$ cat src/rtl/fsbm_ram.sv
module fsbm_ram #(
    parameter int WIDTH = 8,
    parameter int DEPTH = 256
) (
    input  logic                     clk,
    input  logic                     we,
    input  logic [$clog2(DEPTH)-1:0] waddr,
    input  logic [WIDTH-1:0]         wdata,
    input  logic [$clog2(DEPTH)-1:0] raddr,
    output logic [WIDTH-1:0]         rdata
);

    logic [WIDTH-1:0] mem [DEPTH];

    always_ff @(posedge clk)
    begin
        if (we)
        begin
            mem[waddr] <= wdata;
        end
        rdata <= mem[raddr];
    end

endmodule

$ cat config.mk
export PLATFORM = sky130hd
export DESIGN_NAME = fsbm_ram
export DESIGN_NICKNAME = d
export VERILOG_FILES = /design/src/rtl/fsbm_ram.sv
export SDC_FILE = /design/constraint.sdc
export NUM_CORES = 2
export LEC_CHECK = 0
export BUFFER_PORTS_ARGS = -buffer_cell sky130_fd_sc_hd__buf_4
export CAP_MARGIN = 0
export CELL_PAD_IN_SITES_DETAIL_PLACEMENT = 1
export CELL_PAD_IN_SITES_GLOBAL_PLACEMENT = 2
export CORE_MARGIN = 2
export CORE_UTILIZATION = 40
export CTS_CLUSTER_SIZE = 24
export DETAILED_ROUTE_END_ITERATION = 7
export HOLD_SLACK_MARGIN = 0.08
export PLACE_DENSITY_LB_ADDON = 0.1
export SYNTH_ARGS = -nofsm -noshare
export SYNTH_HDL_FRONTEND = slang
export SYNTH_SLANG_ARGS = --single-unit
$ cat constraint.sdc
create_clock -name clk -period 2.5 [get_ports clk]
set_input_delay 0.375 -clock clk [delete_from_list [all_inputs] [get_ports clk]]
set_output_delay 0.375 -clock clk [all_outputs]
set_load 0.01 [all_outputs]
==> impl_metrics.toml <==
[sta]
rsz0062_at_grt = "false"
skew_ns = 0.0556
max_freq_mhz = 406
hold_violations = 0
worst_pin_slew_ns = 0.939
fin_crit_sh_pct = 98.5
max_slew_margin_pct = 37.4
setup_violations = 0
final_max_slew_viol_count = 0
fin_ws_ns = 0.0374
min_period_ns = 2.46

[die]
start_util_pct = 40.3
io_pins = 34
dieWidth_um = 450
dieArea_um2 = 202000
core_um2 = 197000
die_h_um = 450
rows = 163

[setup_path]
critPathKind = "flip-flop to flip-flop"
r2r_cells = 6
cp_slowest_cell = "nor4_1"
endpoint_kind = "flip-flop"
cp-start-kind = "flip-flop"
path_max_fanout = 1
crit_top_cell = "nor4_1"
critPathTopFamily = "simple AND/OR/NAND/NOR gates"
r2r-end = "rdata[7]"
crit_chain = "mux4_2 -> a22oi_1 -> buf_4 -> a21oi_1 -> nor4_1 -> nor4_1"
required_ns = 3.19
path_depth = 6
reg2reg_slack_ns = 0.04
endpoint = "rdata[7]"
critPathLaunch = "mem[216][7]"
path_buf_inv = 1
max_stage_delay_ns = 0.71
critical_path_arrival_ns = 3.16
r2r-start = "mem[216][7]"

[place]
port_buffers = 33
placed_cell_area_um2 = 88100
dpl_worst_slack_ns = -0.964
dp_cells = 6861
gp_congestion = 0.818
hpwl_mm = 152

[detailed_routing]
drt-total-wl_mm = 228
dr.pass1.iters = 6
num_vias = 40600
avgRoutedWirePerCell_um = 31.4
drt_iter0_markers = 3804
drc = 0
via_per_inst = 5.59
antenna_left = 0

[finish]
fillers = 18000
final_cell_area_um2 = 95200
nets = 4468
layout-drive-gt1-share_pct = 32.6
utilization_pct = 48.2
seqCellArea_um2 = 61700
stdcell_count = 7261
area_growth_pct = 19.6
multi_input_area_um2 = 16500

[yosys]
synth.area.top_cells = "edfxtp_1 77%, mux4_2 13%, mux2i_1 1.7%"
netlist.area_leader.share_pct = 77.3
syn-cell-area_um2 = 79600
yosysTopAreaCell = "edfxtp_1"
synth_fp_nets = 3759
synth_edf_count = 2048
synthCells = 3733
syn_avg_cell_area_um2 = 21.3
ys_ff_latch = 2056
async_flop_share_pct = 0
synth_seq_area_share_pct = 77.5
synth.distinct_cells = 55
yosys_warnings = 0
ys.flop_type = "edfxtp_1"

[clocking]
h-tree-depth = 4
cts_setup_buffers = 0
clkTransAtPathRegs_ns = 0.06
root_buffer = "clkbuf_16"
cts_tree = "yes"
cts.sink_count = 2056
clock_latency_ns = 0.86
cts_buffers = 214
cts.path.max_buffers = 3

[pwr]
seq_power_share_pct = 51.5
p_int_mw = 58.1
p_comb_share_pct = 5.7
clockPowerShare_pct = 42.8
pwr_density_cell_nw_per_um2 = 777
peakVddDrop_v = 0.000617
swShare_pct = 21.5
p_leak_nw = 30.8
switching_power_mw = 15.9

[job]
maxCapViolCount = 0

[global_route]
grt_max_degree = 110
grt_use_total_pct = 22.7
grt_pass1_wl_mm = 329
gr-total-overflow = 0
grt_pass1_vias = 43600
antenna_found_initial = 18

[outcome]
status = "completed"

[min_path]
worstHoldPathType = "input port to flip-flop"
[state kept, by name, summed over array words and instances (netlist names)]
register,flops
rdata,8
mem,2048
[routing by layer]
layer | share of wire [%] | GRT usage (%)
met1 | 43 | 31.4
met2 | 50 | 38.3
met3 | 4.8 | 2.94
met4 | 2.0 | 5.35
met5 | 0.0053 | 0
[through the flow]
step                power (mW)  TNS, ns  hold WS (ns)
finish                    73.9        0         0.143
global route              76.1        0         0.167
CTS                       74.8        0         0.138
detailed placement        43.1    -5.70         0.715
global placement          43.0    -5.63         0.710
floorplan                 40.6        0         0.474
[worst min-delay path by stage]
| stage | start | to | slack [ns] | cells past startpoint |
|---|---|---|---|---|
| final | wdata[3] | mem[113][3] | 0.14 | 1 |
| after global routing | wdata[3] | mem[113][3] | 0.17 | 1 |
| after CTS | waddr[6] | mem[236][0] | 0.14 | 4 |
| after detailed placement | wdata[2] | mem[112][2] | 0.71 | 1 |
| after global placement | wdata[2] | mem[114][2] | 0.71 | 1 |
| after floorplan | wdata[0] | mem[0][0] | 0.47 | 0 |
[synthesized netlist by cell type (22+ instances only)]
master and instances:
a21oi_1 96, a22oi_1 133, buf_1 22, buf_2 31, buf_4 27, clkbuf_1 111
edfxtp_1 2048, mux2i_1 134, mux4_2 454, nand2_1 33, nand3_1 34, nor2_1 282
nor2b_1 31, nor3_1 22, nor4_1 24, o221ai_1 46, o22ai_1 28
[power by group through the flow]
stage	combinational, mW	sequential, mW	clock, mW
2_1_floorplan	1.85	38.8	0
3_3_place_gp	4.16	38.8	0
3_5_place_dp	4.26	38.8	0
4_1_cts	4.28	38.1	32.4
5_1_grt	4.46	38.1	33.6
6_report	4.20	38.1	31.7
[cell type report]
cell class / count / area share [%]
multi-input combinational: 1442 / 17.4
antenna: 3 / 0.00789
sequential: 2056 / 64.8
inverter: 2 / 0.00789
tap: 2640 / 3.47
clock buffer: 259 / 5.84
clock inverter: 133 / 1.48
timing repair buffer: 726 / 7.04
[placed cells by master (no fill, tap or decap), drive strengths merged, types with 25 or more instances in the layout]
| cell | instances |
|---|---|
| buf | 713 |
| nand2 | 33 |
| edfxtp | 2048 |
| a21oi | 96 |
| mux2i | 134 |
| nor2 | 282 |
| bufinv | 25 |
| a22oi | 133 |
| nand3 | 34 |
| clkinv | 96 |
| o22ai | 28 |
| clkbuf | 267 |
| o221ai | 47 |
| mux4 | 456 |
| nor4 | 27 |
| nor2b | 31 |
[cell families after synthesis]
kind of cell | synth area share, %
buf+inv | 1.83
compound gates | 3.42
simple gates | 2.63
mux | 14.6
flops | 77.5
[what timing repair did]
item,4_1_cts,5_1_grt
resized for setup,7,1
pin swaps,1,2
hold buffers,5,0
endpoints found under the setup margin,4,2
hold endpoints to repair,73,0
Power figures use the tool's default switching activity.
